### src/sv/res_pkg.sv
// Shared types and constants for the ramped exponential smoother.
// Holds the microcode word layout, step codes and datapath status struct.
// Depends on nothing; every other file imports it.
`timescale 1ns / 1ps

package res_pkg;

	// Field widths fixed by the filter definition.
	localparam int unsigned DATA_W  = 32;
	localparam int unsigned DIV_W   = 31;
	localparam int unsigned STIFF_W = 5;
	localparam int unsigned ACC_W   = DATA_W + 2;

	localparam logic [STIFF_W-1:0] STIFF_MAX   = 5'd30;
	localparam logic [STIFF_W-1:0] STIFF_RESET = 5'd6;

	// Configuration port geometry.
	localparam int unsigned APB_AW = 3;
	localparam int unsigned APB_DW = 32;

	// The divider resolves two quotient bits per cycle.
	localparam int unsigned DIV_STEPS = DATA_W / 2;
	localparam int unsigned DIV_CNT_W = $clog2(DIV_STEPS);

	// Microprogram step addresses.
	localparam int unsigned STEP_W = 4;
	localparam logic [STEP_W-1:0] STEP_WAIT   = 4'd0;
	localparam logic [STEP_W-1:0] STEP_CMD    = 4'd1;
	localparam logic [STEP_W-1:0] STEP_STIFF  = 4'd2;
	localparam logic [STEP_W-1:0] STEP_RAMP   = 4'd3;
	localparam logic [STEP_W-1:0] STEP_DIV_Y  = 4'd4;
	localparam logic [STEP_W-1:0] STEP_WAIT_Y = 4'd5;
	localparam logic [STEP_W-1:0] STEP_QUO1   = 4'd6;
	localparam logic [STEP_W-1:0] STEP_WAIT_A = 4'd7;
	localparam logic [STEP_W-1:0] STEP_OUT    = 4'd8;
	localparam logic [STEP_W-1:0] STEP_SUM    = 4'd9;
	localparam logic [STEP_W-1:0] STEP_CLEAR  = 4'd10;
	localparam logic [STEP_W-1:0] STEP_LAST   = STEP_CLEAR;

	// Datapath operation selected by a control word.
	typedef enum logic [2:0] {
		OP_NOP,
		OP_LOAD,
		OP_STIFF,
		OP_RAMP,
		OP_DIV_Y,
		OP_QUO1,
		OP_SUM,
		OP_CLEAR
	} op_t;

	// Jump condition of a control word; C_NEXT never jumps.
	typedef enum logic [2:0] {
		C_NEXT,
		C_ALWAYS,
		C_NO_INPUT,
		C_CLEAR,
		C_STIFF_HIGH,
		C_DIV_BUSY,
		C_OUT_FULL
	} cond_t;

	typedef struct packed {
		op_t               op;
		cond_t             cond;
		logic [STEP_W-1:0] target;
	} uword_t;

	// Flags the datapath reports back to the sequencer.
	typedef struct packed {
		logic no_input;
		logic cmd_clear;
		logic stiff_high;
		logic div_busy;
		logic out_full;
	} status_t;

endpackage

### src/sv/res_if.sv
// Valid/ready channel interfaces for the smoother's feed and result sides.
// Depends on res_pkg for the field widths.
`timescale 1ns / 1ps

interface res_in_if import res_pkg::*; ();
	logic                     valid;
	logic                     ready;
	logic                     command;
	logic signed [DATA_W-1:0] sample;

	modport source(output valid, command, sample, input ready);
	modport sink(input valid, command, sample, output ready);
endinterface

interface res_out_if import res_pkg::*; ();
	logic                     valid;
	logic                     ready;
	logic signed [DATA_W-1:0] smoothed;

	modport source(output valid, smoothed, input ready);
	modport sink(input valid, smoothed, output ready);
endinterface

### src/sv/res_rom.sv
// Microprogram ROM: one control word per step address.
// Depends on res_pkg for the control word layout and step codes.
`timescale 1ns / 1ps

module res_rom import res_pkg::*; (
	input  logic [STEP_W-1:0] step,
	output uword_t            uword
);

	// Wait, branch on the command, shrink the stiffness, ramp the divisor,
	// then two divisions, a final sum and the hand-off of the result.
	always_comb begin
		unique case (step)
			STEP_WAIT:   uword = '{op: OP_LOAD,  cond: C_NO_INPUT,   target: STEP_WAIT};
			STEP_CMD:    uword = '{op: OP_NOP,   cond: C_CLEAR,      target: STEP_CLEAR};
			STEP_STIFF:  uword = '{op: OP_STIFF, cond: C_STIFF_HIGH, target: STEP_STIFF};
			STEP_RAMP:   uword = '{op: OP_RAMP,  cond: C_NEXT,       target: STEP_WAIT};
			STEP_DIV_Y:  uword = '{op: OP_DIV_Y, cond: C_NEXT,       target: STEP_WAIT};
			STEP_WAIT_Y: uword = '{op: OP_NOP,   cond: C_DIV_BUSY,   target: STEP_WAIT_Y};
			STEP_QUO1:   uword = '{op: OP_QUO1,  cond: C_NEXT,       target: STEP_WAIT};
			STEP_WAIT_A: uword = '{op: OP_NOP,   cond: C_DIV_BUSY,   target: STEP_WAIT_A};
			STEP_OUT:    uword = '{op: OP_NOP,   cond: C_OUT_FULL,   target: STEP_OUT};
			STEP_SUM:    uword = '{op: OP_SUM,   cond: C_ALWAYS,     target: STEP_WAIT};
			STEP_CLEAR:  uword = '{op: OP_CLEAR, cond: C_ALWAYS,     target: STEP_WAIT};
			default:     uword = '{op: OP_NOP,   cond: C_ALWAYS,     target: STEP_WAIT};
		endcase
	end

endmodule

### src/sv/res_div.sv
// Shared iterative unsigned divider, two quotient bits per cycle.
// Depends on res_pkg for widths and the iteration count.
`timescale 1ns / 1ps

module res_div import res_pkg::*; (
	input  logic              clk,
	input  logic              arst_n,
	input  logic              start,
	input  logic [DATA_W-1:0] dividend,
	input  logic [DIV_W-1:0]  divisor,
	output logic              busy,
	output logic [DATA_W-1:0] quotient,
	output logic              rem_nz
);

	logic                 busy_q;
	logic [DIV_CNT_W-1:0] cnt_q;
	logic [DATA_W-1:0]    num_q;
	logic [DIV_W-1:0]     rem_q;
	logic [DIV_W-1:0]     den_q;

	logic [DATA_W-1:0] t1, t2;
	logic [DIV_W-1:0]  r1, r2;
	logic              ge1, ge2;

	// Two restoring steps; a partial remainder always stays below the divisor.
	always_comb begin
		t1  = {rem_q, num_q[DATA_W-1]};
		ge1 = t1 >= {1'b0, den_q};
		r1  = ge1 ? DIV_W'(t1 - {1'b0, den_q}) : t1[DIV_W-1:0];
		t2  = {r1, num_q[DATA_W-2]};
		ge2 = t2 >= {1'b0, den_q};
		r2  = ge2 ? DIV_W'(t2 - {1'b0, den_q}) : t2[DIV_W-1:0];
	end

	// Iteration control.
	always_ff @(posedge clk or negedge arst_n) begin
		if (!arst_n) begin
			busy_q <= 1'b0;
			cnt_q  <= '0;
		end else if (start) begin
			busy_q <= 1'b1;
			cnt_q  <= '0;
		end else if (busy_q) begin
			cnt_q <= cnt_q + 1'b1;
			if (cnt_q == DIV_CNT_W'(DIV_STEPS - 1)) begin
				busy_q <= 1'b0;
			end
		end
	end

	// Dividend shifts out at the top while quotient bits shift in below.
	always_ff @(posedge clk) begin
		if (start) begin
			num_q <= dividend;
			rem_q <= '0;
			den_q <= divisor;
		end else if (busy_q) begin
			num_q <= {num_q[DATA_W-3:0], ge1, ge2};
			rem_q <= r2;
		end
	end

	assign busy     = busy_q;
	assign quotient = num_q;
	assign rem_nz   = (rem_q != '0);

endmodule

### src/sv/res_datapath.sv
// Filter datapath: state registers, stiffness and divisor logic, result register.
// Depends on res_pkg and instantiates the shared divider res_div.
`timescale 1ns / 1ps

module res_datapath import res_pkg::*; (
	input  logic                      clk,
	input  logic                      arst_n,
	input  op_t                       op,
	input  logic [STIFF_W-1:0]        stiffness,
	input  logic                      in_valid,
	input  logic                      in_command,
	input  logic signed [DATA_W-1:0]  in_sample,
	input  logic                      out_ready,
	output logic                      out_valid,
	output logic signed [DATA_W-1:0]  out_smoothed,
	output status_t                   stat
);

	// Filter state.
	logic [DATA_W-1:0] y_q;
	logic [DATA_W-1:0] prev_q;
	logic [DIV_W-1:0]  div_q;

	// Per-transaction working registers.
	logic [DATA_W-1:0]  x_q;
	logic               cmd_q;
	logic [STIFF_W-1:0] s_q;
	logic [ACC_W-1:0]   acc_q;
	logic               avg_neg_q;
	logic               out_valid_q;
	logic [DATA_W-1:0]  out_data_q;

	logic               in_fire;
	logic               y_neg;
	logic [DATA_W-1:0]  y_mag;
	logic [DATA_W-1:0]  thr;
	logic               stiff_high;
	logic [DIV_W-1:0]   limit;
	logic [DIV_W-1:0]   div_n;
	logic [DATA_W:0]    hx, hp, x33, p33, avg, avg_abs;
	logic [ACC_W-1:0]   y34, q1_34, q1s, adj34, acc_n;
	logic [ACC_W-1:0]   q2_34, q2s, sum;
	logic [DATA_W-1:0]  sat;
	logic               div_start;
	logic [DATA_W-1:0]  div_dividend;
	logic               div_busy;
	logic [DATA_W-1:0]  div_quo;
	logic               div_rem_nz;

	assign in_fire = in_valid && (op == OP_LOAD);

	// Magnitude of the output and the stiffness reduction test.
	always_comb begin
		y_neg      = y_q[DATA_W-1];
		y_mag      = y_neg ? (~y_q + 1'b1) : y_q;
		thr        = {{(DATA_W-1){1'b0}}, 1'b1} << (5'd31 - s_q);
		stiff_high = (s_q != '0) && (y_mag >= thr);
	end

	// Divisor ramp toward two to the effective stiffness.
	always_comb begin
		limit = {{(DIV_W-1){1'b0}}, 1'b1} << s_q;
		priority if (div_q == '0) begin
			div_n = {{(DIV_W-1){1'b0}}, 1'b1};
		end else if (div_q < limit) begin
			div_n = div_q + 1'b1;
		end else begin
			div_n = limit;
		end
	end

	// Average of the sample and the previous sample, halves truncated toward zero.
	always_comb begin
		x33     = {x_q[DATA_W-1], x_q} + {{DATA_W{1'b0}}, x_q[DATA_W-1]};
		p33     = {prev_q[DATA_W-1], prev_q} + {{DATA_W{1'b0}}, prev_q[DATA_W-1]};
		hx      = {x33[DATA_W], x33[DATA_W:1]};
		hp      = {p33[DATA_W], p33[DATA_W:1]};
		avg     = hx + hp;
		avg_abs = avg[DATA_W] ? ((DATA_W+1)'(0) - avg) : avg;
	end

	// (d-1)*y/d equals y - y/d, corrected by one toward zero when y/d is inexact.
	always_comb begin
		y34   = {{2{y_q[DATA_W-1]}}, y_q};
		q1_34 = {2'b00, div_quo};
		q1s   = y_neg ? (ACC_W'(0) - q1_34) : q1_34;
		adj34 = div_rem_nz ? (y_neg ? {ACC_W{1'b1}} : ACC_W'(1)) : '0;
		acc_n = y34 - q1s - adj34;
	end

	// Final sum with saturation to the signed output range.
	always_comb begin
		q2_34 = {2'b00, div_quo};
		q2s   = avg_neg_q ? (ACC_W'(0) - q2_34) : q2_34;
		sum   = acc_q + q2s;
		if ((sum[ACC_W-1:DATA_W-1] == '0) || (sum[ACC_W-1:DATA_W-1] == '1)) begin
			sat = sum[DATA_W-1:0];
		end else if (sum[ACC_W-1]) begin
			sat = {1'b1, {(DATA_W-1){1'b0}}};
		end else begin
			sat = {1'b0, {(DATA_W-1){1'b1}}};
		end
	end

	// The divider takes |y| first and |average| second.
	assign div_start    = (op == OP_DIV_Y) || (op == OP_QUO1);
	assign div_dividend = (op == OP_DIV_Y) ? y_mag : avg_abs[DATA_W-1:0];

	res_div u_div (
		.clk      (clk),
		.arst_n   (arst_n),
		.start    (div_start),
		.dividend (div_dividend),
		.divisor  (div_q),
		.busy     (div_busy),
		.quotient (div_quo),
		.rem_nz   (div_rem_nz)
	);

	// Filter state updates.
	always_ff @(posedge clk or negedge arst_n) begin
		if (!arst_n) begin
			y_q    <= '0;
			prev_q <= '0;
			div_q  <= '0;
		end else begin
			unique case (op)
				OP_CLEAR: begin
					y_q    <= '0;
					prev_q <= '0;
					div_q  <= '0;
				end
				OP_RAMP: begin
					div_q <= div_n;
				end
				OP_SUM: begin
					y_q    <= sat;
					prev_q <= x_q;
				end
				default: begin
				end
			endcase
		end
	end

	// Working registers of the current transaction.
	always_ff @(posedge clk) begin
		if (in_fire) begin
			x_q   <= in_sample;
			cmd_q <= in_command;
			s_q   <= (stiffness > STIFF_MAX) ? STIFF_MAX : stiffness;
		end
		if (op == OP_STIFF && stiff_high) begin
			s_q <= s_q - 1'b1;
		end
		if (op == OP_QUO1) begin
			acc_q     <= acc_n;
			avg_neg_q <= avg[DATA_W];
		end
		if (op == OP_SUM) begin
			out_data_q <= sat;
		end
	end

	// Output register valid flag.
	always_ff @(posedge clk or negedge arst_n) begin
		if (!arst_n) begin
			out_valid_q <= 1'b0;
		end else if (op == OP_SUM) begin
			out_valid_q <= 1'b1;
		end else if (out_ready) begin
			out_valid_q <= 1'b0;
		end
	end

	assign out_valid    = out_valid_q;
	assign out_smoothed = out_data_q;

	always_comb begin
		stat.no_input   = !in_valid;
		stat.cmd_clear  = cmd_q;
		stat.stiff_high = stiff_high;
		stat.div_busy   = div_busy;
		stat.out_full   = out_valid_q && !out_ready;
	end

	// The ramp never takes the divisor above two to the thirtieth.
	a_div_bound: assert property (@(posedge clk) disable iff (!arst_n)
		div_q <= {1'b1, {(DIV_W-1){1'b0}}})
		else $error("divisor above its largest value");

	// A clear leaves output, previous sample and divisor at zero.
	a_clear: assert property (@(posedge clk) disable iff (!arst_n)
		op == OP_CLEAR |=> (y_q == '0) && (prev_q == '0) && (div_q == '0))
		else $error("filter state not cleared");

endmodule

### src/sv/ramped_exponential_smoother.sv
// Sequencing: a feed runs the stiffness reduction loop (0 to 30 reductions, one per
// cycle), two passes through the shared radix-4 divider and the final sum before its
// result is handed off; a clear gives no result. A new transaction is taken only
// after the previous one has finished.
// Reset (arst_n low) zeroes the filter state and sets the stiffness register to 6.
// Top level: APB register, microcode sequencer, ROM and datapath; depends on res_pkg.
`timescale 1ns / 1ps

module ramped_exponential_smoother import res_pkg::*; (
	input  logic              clk,
	input  logic              arst_n,
	input  logic              psel,
	input  logic              penable,
	input  logic              pwrite,
	input  logic [APB_AW-1:0] paddr,
	input  logic [APB_DW-1:0] pwdata,
	output logic [APB_DW-1:0] prdata,
	output logic              pready,
	res_in_if.sink            feed,
	res_out_if.source         result
);

	localparam logic REG_STIFFNESS = 1'b0;

	logic [STIFF_W-1:0] stiff_q;
	logic [STEP_W-1:0]  step_q;
	uword_t             uword;
	status_t            stat;
	logic               take;
	logic               reg_sel;

	// Configuration register, written at the access phase of an APB write.
	assign reg_sel = paddr[2];
	assign pready  = 1'b1;

	always_ff @(posedge clk or negedge arst_n) begin
		if (!arst_n) begin
			stiff_q <= STIFF_RESET;
		end else if (psel && penable && pwrite && reg_sel == REG_STIFFNESS) begin
			stiff_q <= pwdata[STIFF_W-1:0];
		end
	end

	assign prdata = (reg_sel == REG_STIFFNESS) ? {{(APB_DW-STIFF_W){1'b0}}, stiff_q} : '0;

	// Control word lookup.
	res_rom u_rom (
		.step  (step_q),
		.uword (uword)
	);

	// Jump condition of the current step.
	always_comb begin
		unique case (uword.cond)
			C_NEXT:       take = 1'b0;
			C_ALWAYS:     take = 1'b1;
			C_NO_INPUT:   take = stat.no_input;
			C_CLEAR:      take = stat.cmd_clear;
			C_STIFF_HIGH: take = stat.stiff_high;
			C_DIV_BUSY:   take = stat.div_busy;
			C_OUT_FULL:   take = stat.out_full;
			default:      take = 1'b1;
		endcase
	end

	// Step counter.
	always_ff @(posedge clk or negedge arst_n) begin
		if (!arst_n) begin
			step_q <= STEP_WAIT;
		end else if (take) begin
			step_q <= uword.target;
		end else begin
			step_q <= step_q + 1'b1;
		end
	end

	assign feed.ready = (uword.op == OP_LOAD);

	res_datapath u_dp (
		.clk          (clk),
		.arst_n       (arst_n),
		.op           (uword.op),
		.stiffness    (stiff_q),
		.in_valid     (feed.valid),
		.in_command   (feed.command),
		.in_sample    (feed.sample),
		.out_ready    (result.ready),
		.out_valid    (result.valid),
		.out_smoothed (result.smoothed),
		.stat         (stat)
	);

	// A new transaction is never taken while the divider is still working.
	a_idle_div: assert property (@(posedge clk) disable iff (!arst_n)
		feed.ready |-> !stat.div_busy)
		else $error("transaction accepted while divider busy");

	// A result appears only after the summing step.
	a_result_src: assert property (@(posedge clk) disable iff (!arst_n)
		$rose(result.valid) |-> $past(step_q) == STEP_SUM)
		else $error("result raised outside the summing step");

	// The step counter stays inside the program.
	a_step_range: assert property (@(posedge clk) disable iff (!arst_n)
		step_q <= STEP_LAST)
		else $error("step counter outside the microprogram");

endmodule
### src/flat_wrapper.sv
// flat-port wrapper written by rule: the top's interface ports become plain ports
module ramped_exponential_smoother_flat import res_pkg::*;
  (clk, arst_n, psel, penable, pwrite, paddr, pwdata, prdata, pready, feed_valid, feed_command, feed_sample, feed_ready, result_valid, result_smoothed, result_ready);
  res_in_if feed_i ();
  res_out_if result_i ();
  input  logic clk;
  input  logic arst_n;
  input  logic psel;
  input  logic penable;
  input  logic pwrite;
  input  logic [APB_AW-1:0] paddr;
  input  logic [APB_DW-1:0] pwdata;
  output logic [APB_DW-1:0] prdata;
  output logic pready;
  input wire logic [$bits(feed_i.valid)-1:0] feed_valid;
  input wire logic [$bits(feed_i.command)-1:0] feed_command;
  input wire logic [$bits(feed_i.sample)-1:0] feed_sample;
  output wire logic [$bits(feed_i.ready)-1:0] feed_ready;
  output wire logic [$bits(result_i.valid)-1:0] result_valid;
  output wire logic [$bits(result_i.smoothed)-1:0] result_smoothed;
  input wire logic [$bits(result_i.ready)-1:0] result_ready;
  assign feed_i.valid = feed_valid;
  assign feed_i.command = feed_command;
  assign feed_i.sample = feed_sample;
  assign feed_ready = feed_i.ready;
  assign result_valid = result_i.valid;
  assign result_smoothed = result_i.smoothed;
  assign result_i.ready = result_ready;
  ramped_exponential_smoother u_core (.clk(clk), .arst_n(arst_n), .psel(psel), .penable(penable), .pwrite(pwrite), .paddr(paddr), .pwdata(pwdata), .prdata(prdata), .pready(pready), .feed(feed_i), .result(result_i));
endmodule
### config.mk
export PLATFORM = sky130hd
export DESIGN_NAME = ramped_exponential_smoother_flat
export DESIGN_NICKNAME = d
export VERILOG_FILES = /design/src/sv/res_pkg.sv /design/src/sv/res_if.sv /design/src/sv/res_rom.sv /design/src/sv/res_div.sv /design/src/sv/res_datapath.sv /design/src/sv/ramped_exponential_smoother.sv /design/src/flat_wrapper.sv
export SDC_FILE = /design/constraint.sdc
export NUM_CORES = 1
export LEC_CHECK = 0
export ABC_CLOCK_PERIOD_IN_PS = 7400
export BUFFER_PORTS_ARGS = -buffer_cell sky130_fd_sc_hd__buf_4
export CORE_MARGIN = 2
export CORE_UTILIZATION = 54
export CTS_BUF_LIST = sky130_fd_sc_hd__clkbuf_2
export DETAILED_ROUTE_END_ITERATION = 12
export GPL_TIMING_DRIVEN = 0
export PLACE_DENSITY = 0.82
export SETUP_SLACK_MARGIN = 0.05
export SLEW_MARGIN = 5
export SYNTH_ARGS = -nofsm -noshare
export SYNTH_HDL_FRONTEND = slang
export SYNTH_SLANG_ARGS = --single-unit
### constraint.sdc
create_clock -name clk -period 7.4 [get_ports clk]
set_input_delay 0.74 -clock clk [delete_from_list [all_inputs] [get_ports clk]]
set_output_delay 0.74 -clock clk [all_outputs]
set_load 0.05 [all_outputs]
==> results of run 1 <==
[per-layer routing]
layer | vias to the layer above | share of wire
met1 | 11627 | 0.42
met4 | 4 | 0.043
met5 | - | 0.00031
met2 | 1100 | 0.44
li1 | 12021 | -
met3 | 227 | 0.095
[registers in the layout, summed over array words and instances (netlist names), 4 cells and up]
register and cells:
u_core.u_dp.acc_q 34, u_core.u_dp.out_smoothed 32, u_core.u_dp.prev_q 32, u_core.u_dp.u_div.quotient 32, u_core.u_dp.x_q 32, u_core.u_dp.y_q 32, u_core.u_dp.div_q 31, u_core.u_dp.u_div.den_q 31
u_core.u_dp.u_div.rem_q 31, u_core.stiff_q 5, u_core.u_dp.s_q 5, u_core.step_q 4, u_core.u_dp.u_div.cnt_q 4
[stage by stage]
step / hold WS [ns] / util / cell area (um2) / setup WS [ns] / cells
6_report: 0.241 / 0.607 / 30600 / 0.337 / 4184
4_1_cts: 0.111 / 0.607 / 30600 / 0.0823 / 4183
2_1_floorplan: 0.442 / - / 27800 / 1.40 / 3233
3_5_place_dp: 0.466 / 0.582 / 29300 / -0.512 / 3992
3_3_place_gp: 0.459 / 0.581 / 29300 / -0.326 / 3989
5_1_grt: 0.217 / 0.607 / 30600 / 0.0640 / 4184
[area by class of cell]
type / count / area share
flip-flops and latches: 309 / 0.275
diodes: 1 / 0.0000818
clock inverters: 32 / 0.00756
repair buffers: 129 / 0.0367
clock buffers: 117 / 0.0191
well taps: 672 / 0.0275
multi-input cells: 2584 / 0.587
plain buffers: 140 / 0.0225
inverters: 200 / 0.0245
[cell usage after synthesis, drive strengths merged, types with 37 or more instances]
master,n,area [um2]
nor2,215,812
nand4,49,307
ha,241,3020
and3,46,288
nand2,327,1230
edfxtp,168,5040
clkbuf,94,353
o21ai,285,1430
a21oi,214,1080
fa,37,741
buf,46,323
xor2,78,683
o21a,42,315
inv,199,747
nor2b,42,263
dfrtp,108,2700
xnor2,240,2120
nand2b,39,244
a21o,113,848
nand3,83,415
nor3,73,370
[how the worst min path moves through the flow]
stage,from,cells after the start,end
3_5_place_dp,u_core.u_dp.prev_q[0]$_DFFE_PN0P_,2,u_core.u_dp.prev_q[0]$_DFFE_PN0P_
3_3_place_gp,u_core.u_dp.prev_q[0]$_DFFE_PN0P_,2,u_core.u_dp.prev_q[0]$_DFFE_PN0P_
4_1_cts,pwrite,3,u_core.stiff_q[2]$_DFFE_PN1P_
5_1_grt,pwrite,3,u_core.stiff_q[2]$_DFFE_PN1P_
2_1_floorplan,arst_n,0,u_core.step_q[0]$_DFF_PN0_
6_report,penable,3,u_core.stiff_q[2]$_DFFE_PN1P_
[logic make-up after synthesis]
group                    share of synthesized area
adder cells (fa/ha/maj)                      0.136
flip-flops                                   0.304
buffers and inverters                       0.0515
multiplexers                                0.0224
XOR/XNOR                                     0.101
other                                     0.000271
AND/OR/NAND/NOR                              0.180
AO/OA/AOI/OAI                                0.205
[worst max-delay path, delay by kind of cell (launching register included)]
| kind | cells | cell delay, ns |
|---|---|---|
| AO/OA/AOI/OAI | 14 | 2.68 |
| AND/OR/NAND/NOR | 6 | 1.11 |
| flip-flops | 1 | 0.51 |
| buffers and inverters | 7 | 1.68 |
| adder cells (fa/ha/maj) | 3 | 0.89 |
[repair_timing]
action / in CTS / in global routing
pin swaps: 0 / 0
cloned: 0 / 0
hold buffers: 42 / 0
endpoints found under the hold margin: 149 / 0
endpoints found under the setup margin: 7 / 31
resized for setup: 5 / 10
==> impl_metrics.toml, run 1 <==
[status]
status = "finished, final reports clean"

[sta]
setup_tns_ns = 0
tightest_slew_ns = 1.18
hold_viol = 0
period_needed_ns = 7.06
fmax_ghz = 0.142
rsz0062_at_grt = "false"
fin_crit_sh = 0.954
finalSetupViolCount = 0
slew_headroom = 0.213
fin_worst_skew_ns = 0.0888
slew_violations = 0

[die]
die_x_um = 230
fp.dieH_um = 230
ios = 142
rows = 82
initial_core_util = 0.550
core_area_um2 = 50400
dieArea_um2 = 53100

[worst_setup_path]
end_kind = "register"
crit_start = "u_core.u_dp.u_div.quotient[31]$_DFFE_PP_"
worstPathMaxFanout = 10
path_class = "reg2reg"
regToRegEndpoint = "u_core.u_dp.u_div.quotient[0]$_DFFE_PP_"
arrival_ns = 7.94
reg2reg_setup_slack_ns = 0.34
cp-endpoint = "u_core.u_dp.u_div.quotient[0]$_DFFE_PP_"
timing.rr.start = "u_core.u_dp.u_div.quotient[31]$_DFFE_PP_"
max_stage_delay_ns = 0.51
rr_worst_depth = 30
cpMostUsedCell = "a21oi_1"
cp_slowest_cell = "edfxtp_1"
crit_required_ns = 8.28
worst_setup_path_start_kind = "register"

[cells_and_area]
final_cell_mix = "326 x nand2_1, 270 x o21ai_0, 241 x ha_1, 239 x xnor2_1, 213 x nor2_1"
drive_gt1_frac = 0.0991
final_common_cell = "nand2_1"
nFillCells = 4274
regArea_um2 = 8420
final_nets = 3797
multi_input_area_um2 = 18000
areaGrowthSynthToFinish_pct = 10.5

[global_routing]
grt_first_pass_wirelength_mm = 121
antenna_found_initial = 4
grt_use_met3 = 0.0569
use_met2 = 0.454
grt_pass1_vias = 23425
grt-ovfl-total = 0
gr-usage-all-layers = 0.285
grt-busiest-layer = "met2"
grt_max_degree = 90
use_met1 = 0.376

[synth]
avgSynthCellArea_um2 = 8.63
synth_area_um2 = 27700
synthArstFlopShare = 0.356
yosys_most_used_dff = "edfxtp_1"
synth_seq_cells = 309
yosysUniqueCellTypes = 104
synth_edf_count = 168
ys_warn_count = 0
yosysSeqAreaShare = 0.304
syn_inst = 3207

[clock_tree]
clk_latency_ns = 1.11
clockBufferDepth = 3
htreeDepth = 3
cts_tree = "done"
cts_root_buf = "clkbuf_2"
path_clk_slew_ns = 0.10
post-cts-setup-buffers = 0
cts_num_sinks = 309
cts_buffers = 80

[drt]
route.detailed.drc = 0
first_pass_iters = 5
ant_nets = 0
routed_via_density = 5.97
drtIter0Drc = 2282
num_vias = 24979
routed_wl_mm = 76.5
post_drt_wl_per_cell_um = 18.3

[placed_design]
io_buffer_count = 84
gp_congestion = 0.955
hpwl_mm = 58.9

[worst_hold_path]
min_path_type = "in2reg"

[job]
maxCapViolations = 0
Power of run 1 is left out: the tool's default activity adds up to more than one toggle a clock period on the data nets, which glitch-free logic cannot reach.
==> inputs of run 2 (changes only) <==
--- a/config.mk
+++ b/config.mk
@@ -8,11 +8,11 @@
 export ABC_CLOCK_PERIOD_IN_PS = 7400
 export BUFFER_PORTS_ARGS = -buffer_cell sky130_fd_sc_hd__buf_4
 export CORE_MARGIN = 2
-export CORE_UTILIZATION = 54
+export CORE_UTILIZATION = 55
 export CTS_BUF_LIST = sky130_fd_sc_hd__clkbuf_2
 export DETAILED_ROUTE_END_ITERATION = 12
 export GPL_TIMING_DRIVEN = 0
-export PLACE_DENSITY = 0.82
+export PLACE_DENSITY = 0.83
 export SETUP_SLACK_MARGIN = 0.05
 export SLEW_MARGIN = 5
 export SYNTH_ARGS = -nofsm -noshare
==> run 2 against run 1 <==
Final cell count is essentially flat. Register-to-register slack gained 0.07 ns. Core utilization grew 0.47 points. Clock skew grew 0.0098 ns. Fmax grew 0.94%. Setup slack gained 0.066 ns. Flip-flop and latch count is the same. Final area is essentially flat. Critical path depth shrank 2. Non-clock buffer count shrank 2.
==> impl_metrics.toml, run 2 (synthesized netlist as in run 1, its figures left out) <==
[sta]
tightest_slew_ns = 1.22
fmax_ghz = 0.143
slew_headroom = 0.188
finalSetupViolCount = 0
fin_crit_sh = 0.946
rsz0062_at_grt = "false"
hold_viol = 0
setup_ws_ns = 0.403
period_needed_ns = 7.00
slew_violations = 0
fin_worst_skew_ns = 0.0985

[cells_and_area]
areaGrowthSynthToFinish_pct = 10.5
drive_gt1_frac = 0.101
nFillCells = 4335
largest_reg_flops = 34
final_cell_mix = "326 x nand2_1, 270 x o21ai_0, 241 x ha_1, 239 x xnor2_1, 213 x nor2_1"
final_common_cell = "nand2_1"
final_nets = 3798
top_register = "u_core.u_dp.acc_q"
design_area_um2 = 30600

[die]
die_x_um = 228
fp.dieH_um = 228
rows = 82
dieArea_um2 = 52100
core_area_um2 = 50000
initial_core_util = 0.554
ios = 142

[global_routing]
grt-ovfl-total = 0
grt_first_pass_wirelength_mm = 121
grt_max_degree = 57
antenna_found_initial = 1
grt_pass1_vias = 23540
gr-usage-all-layers = 0.288

[placed_design]
pre_cts_ws_ns = -0.282
placed_area_um2 = 29300
gp_congestion = 0.964
io_buffer_count = 84
hpwl_mm = 59.0

[drt]
routed_via_density = 5.95
routed_wl_mm = 76.7
drtIter0Drc = 2309
ant_nets = 0
route.detailed.drc = 0
first_pass_iters = 6
post_drt_wl_per_cell_um = 18.3
num_vias = 24914

[clock_tree]
clk_latency_ns = 1.11
post-cts-setup-buffers = 0
cts_num_sinks = 309
htreeDepth = 3
clockBufferDepth = 3
path_clk_slew_ns = 0.11
cts_tree = "done"
cts_buffers = 83
cts_root_buf = "clkbuf_2"

[worst_setup_path]
end_kind = "register"
regToRegEndpoint = "u_core.u_dp.u_div.quotient[0]$_DFFE_PP_"
cp_slowest_cell = "edfxtp_1"
cpMostUsedCell = "a21o_1"
arrival_ns = 7.84
reg2reg_setup_slack_ns = 0.40
path_class = "reg2reg"
crit_required_ns = 8.24
max_stage_delay_ns = 0.51
timing.rr.start = "u_core.u_dp.u_div.quotient[31]$_DFFE_PP_"
worstPathMaxFanout = 10
rr_worst_depth = 28
worst_setup_path_start_kind = "register"

[job]
maxCapViolations = 0

[worst_hold_path]
min_path_type = "in2async"

[status]
status = "finished, final reports clean"
[run 2: worst max-delay path: cells and delay by family, from the launching register on]
kind | cells | cell delay (ns)
multiplexers | 1 | 0.39
buffers and inverters | 5 | 1.05
AND/OR/NAND/NOR | 6 | 1.36
flip-flops | 1 | 0.51
AO/OA/AOI/OAI | 13 | 2.54
adder cells (fa/ha/maj) | 3 | 0.97
[run 2: stage by stage]
step / utilization / hold slack (ns) / std cells / setup TNS, ns
2_1_floorplan: - / 0.442 / 3233 / 0
5_1_grt: 0.612 / 0.222 / 4187 / 0
3_3_place_gp: 0.585 / 0.456 / 3989 / -1.17
3_5_place_dp: 0.587 / 0.465 / 3992 / -1.11
6_report: 0.612 / 0.228 / 4187 / 0
4_1_cts: 0.611 / 0.151 / 4186 / 0
[run 2: layout make-up]
class | instances | area, um2 | area share
inverter | 200 | 751 | 0.0245
multi-input combinational | 2584 | 18000 | 0.587
clock buffer | 121 | 606 | 0.0198
buffer | 140 | 689 | 0.0225
timing repair buffer | 127 | 1100 | 0.0360
sequential | 309 | 8420 | 0.275
clock inverter | 33 | 213 | 0.00695
tap | 672 | 841 | 0.0275
antenna | 1 | 2.50 | 0.0000818
[run 2: worst max path at each step]
stage	end	startpoint	slack, ns
after floorplan	u_core.u_dp.acc_q[33]$_DFFE_PP_	u_core.u_dp.y_q[31]$_DFFE_PN0P_	1.40
after global placement	u_core.u_dp.u_div.quotient[0]$_DFFE_PP_	u_core.u_dp.u_div.quotient[31]$_DFFE_PP_	-0.33
after detailed placement	u_core.u_dp.u_div.quotient[0]$_DFFE_PP_	u_core.u_dp.u_div.quotient[31]$_DFFE_PP_	-0.28
after CTS	u_core.u_dp.u_div.quotient[0]$_DFFE_PP_	u_core.u_dp.u_div.quotient[31]$_DFFE_PP_	0.13
after global routing	u_core.u_dp.u_div.quotient[0]$_DFFE_PP_	u_core.u_dp.u_div.quotient[31]$_DFFE_PP_	0.14
final	u_core.u_dp.u_div.quotient[0]$_DFFE_PP_	u_core.u_dp.u_div.quotient[31]$_DFFE_PP_	0.40
[run 2: layer usage]
| metal | vias to the layer above | GRT usage | share of wire |
|---|---|---|---|
| met1 | 11564 | 0.378 | 0.42 |
| met3 | 231 | 0.0526 | 0.089 |
| li1 | 12007 | - | - |
| met5 | - | 0 | 0 |
| met2 | 1112 | 0.458 | 0.45 |
| met4 | 0 | 0.145 | 0.045 |
[run 2: timing repair]
action | 4_1_cts | 5_1_grt
cloned | 0 | 0
endpoints found under the hold margin | 105 | 0
resized for setup | 5 | 11
pin swaps | 0 | 0
endpoints found under the setup margin | 7 | 32
hold buffers | 40 | 0
Power of run 2 is left out for the same reason.
==> inputs of run 3 (changes only) <==
--- a/config.mk
+++ b/config.mk
@@ -5,8 +5,9 @@
 export SDC_FILE = /design/constraint.sdc
 export NUM_CORES = 1
 export LEC_CHECK = 0
-export ABC_CLOCK_PERIOD_IN_PS = 7400
+export ABC_CLOCK_PERIOD_IN_PS = 6500
 export BUFFER_PORTS_ARGS = -buffer_cell sky130_fd_sc_hd__buf_4
+export CAP_MARGIN = 5
 export CORE_MARGIN = 2
 export CORE_UTILIZATION = 55
 export CTS_BUF_LIST = sky130_fd_sc_hd__clkbuf_2
==> constraint.sdc (replaced) <==
create_clock -name clk -period 6.5 [get_ports clk]
set_input_delay 0.65 -clock clk [delete_from_list [all_inputs] [get_ports clk]]
set_output_delay 0.65 -clock clk [all_outputs]
set_load 0.05 [all_outputs]
==> run 3 against run 2 <==
Clock-buffer cell count unchanged. Critical path type unchanged. Register-to-register slack worse by 0.14 ns. Sequential share of layout area down 0.18 points. Critical endpoint unchanged. Hold slack worse by 0.094 ns. Wire length up 0.56%.
==> impl_metrics.toml, run 3 (synthesized netlist as in run 1, its figures left out) <==
[clock_tree]
clk_latency_ns = 1.12
cts_tree = "done"
cts_buffers = 83
path_clk_slew_ns = 0.11
htreeDepth = 3
cts_root_buf = "clkbuf_2"
clockBufferDepth = 3
cts_num_sinks = 309

[worst_setup_path]
end_kind = "register"
cp_slowest_cell = "edfxtp_1"
worstPathMaxFanout = 10
path_class = "reg2reg"
crit_required_ns = 7.34
cpMostUsedCell = "a21o_1"
arrival_ns = 7.08
worst_setup_path_start_kind = "register"
max_stage_delay_ns = 0.45

[drt]
post_drt_wl_per_cell_um = 18.4
routed_wl_mm = 77.1
first_pass_iters = 7
drtIter0Drc = 2484
num_vias = 25010
routed_via_density = 5.96
ant_nets = 0
route.detailed.drc = 0

[placed_design]
io_buffer_count = 84
gp_congestion = 0.964
hpwl_mm = 59.0
dp.cells = 3992

[worst_hold_path]
min_path_type = "in2async"

[die]
initial_core_util = 0.554
die_x_um = 228
ios = 142
core_area_um2 = 50000
fp.dieH_um = 228
rows = 82
dieArea_um2 = 52100

[global_routing]
use_met2 = 0.459
grt-ovfl-total = 0
grt_pass1_vias = 23597
grt_max_degree = 57
antenna_found_initial = 1
grt_use_met3 = 0.0529
use_met1 = 0.379
grt-busiest-layer = "met2"
gr-usage-all-layers = 0.289
grt_first_pass_wirelength_mm = 122

[cells_and_area]
nFillCells = 4292
top_register = "u_core.u_dp.acc_q"
final_cell_mix = "326 x nand2_1, 262 x o21ai_0, 239 x xnor2_1, 238 x ha_1, 211 x nor2_1"
drive_gt1_frac = 0.109
areaGrowthSynthToFinish_pct = 11.2
final_nets = 3806
largest_reg_flops = 34
instances_no_fill = 4195
final_common_cell = "nand2_1"

[sta]
fmax_ghz = 0.160
fin_worst_skew_ns = 0.104
tightest_slew_ns = 1.21
slew_violations = 0
finalSetupViolCount = 0
slew_headroom = 0.192
period_needed_ns = 6.24
rsz0062_at_grt = "false"
fin_crit_sh = 0.959
hold_viol = 0

[job]
maxCapViolations = 0

[status]
status = "finished, final reports clean"
[run 3: metal layers]
layer / part of all wire / wire [um] / vias up
met1: 0.42 / 32100 / 11576
met2: 0.44 / 34300 / 1179
met5: 0 / 0 / -
li1: - / - / 12012
met3: 0.093 / 7130 / 243
met4: 0.046 / 3560 / 0
[run 3: worst max-delay path: cells and delay by family (launching register included)]
family	cells	cell delay (ns)
compound gates	13	2.41
simple gates	6	1.14
fa+ha+maj	3	0.92
buf+inv	5	0.81
flops	1	0.45
mux	1	0.33
[run 3: final cells by class]
cell class / instances / area (um2) / share of cell area
Sequential cell: 309 / 8420 / 0.273
Clock inverter: 33 / 213 / 0.00691
Timing Repair Buffer: 136 / 1170 / 0.0380
Antenna cell: 1 / 2.50 / 0.0000813
Buffer: 139 / 716 / 0.0232
Clock buffer: 121 / 606 / 0.0197
Tap cell: 672 / 841 / 0.0273
Multi-Input combinational cell: 2584 / 18100 / 0.587
Inverter: 200 / 751 / 0.0244
[run 3: timing repair]
item | 4_1_cts | 5_1_grt
gates resized for setup | 21 | 51
endpoints found under the setup margin | 36 | 96
gates cloned | 0 | 0
hold buffers | 40 | 0
endpoints found under the hold margin | 149 | 0
setup buffers | 1 | 8
pin swaps | 1 | 6
[run 3: worst paths after layout]
kind	slack (ns)	end	depth (start not counted)	startpoint
setup reg to reg	0.26	u_core.u_dp.u_div.quotient[0]$_DFFE_PP_	28	u_core.u_dp.u_div.quotient[31]$_DFFE_PP_
setup / recovery	0.26	u_core.u_dp.u_div.quotient[0]$_DFFE_PP_	28	u_core.u_dp.u_div.quotient[31]$_DFFE_PP_
min in group clk	0.18	u_core.step_q[2]$_DFF_PN0_	5	feed_valid
hold reg to reg	0.49	u_core.u_dp.prev_q[0]$_DFFE_PN0P_	2	u_core.u_dp.prev_q[0]$_DFFE_PN0P_
max in group asynchronous	5.69	u_core.u_dp.prev_q[31]$_DFFE_PN0P_	3	arst_n
hold / removal	0.13	u_core.u_dp.y_q[4]$_DFFE_PN0P_	2	arst_n
[run 3: through the flow]
step                      setup slack [ns]  setup TNS (ns)   util  hold slack [ns]  cell area, um2
final                                0.264               0  0.616            0.134           30800
after global routing                0.0202               0  0.616            0.131           30800
after CTS                           0.0590               0  0.613           0.0608           30600
after detailed placement             -1.18          -20.78  0.587            0.465           29300
after global placement               -1.23          -23.76  0.585            0.456           29300
after floorplan                      0.499               0      -            0.354           27800
Power of run 3 is left out for the same reason.
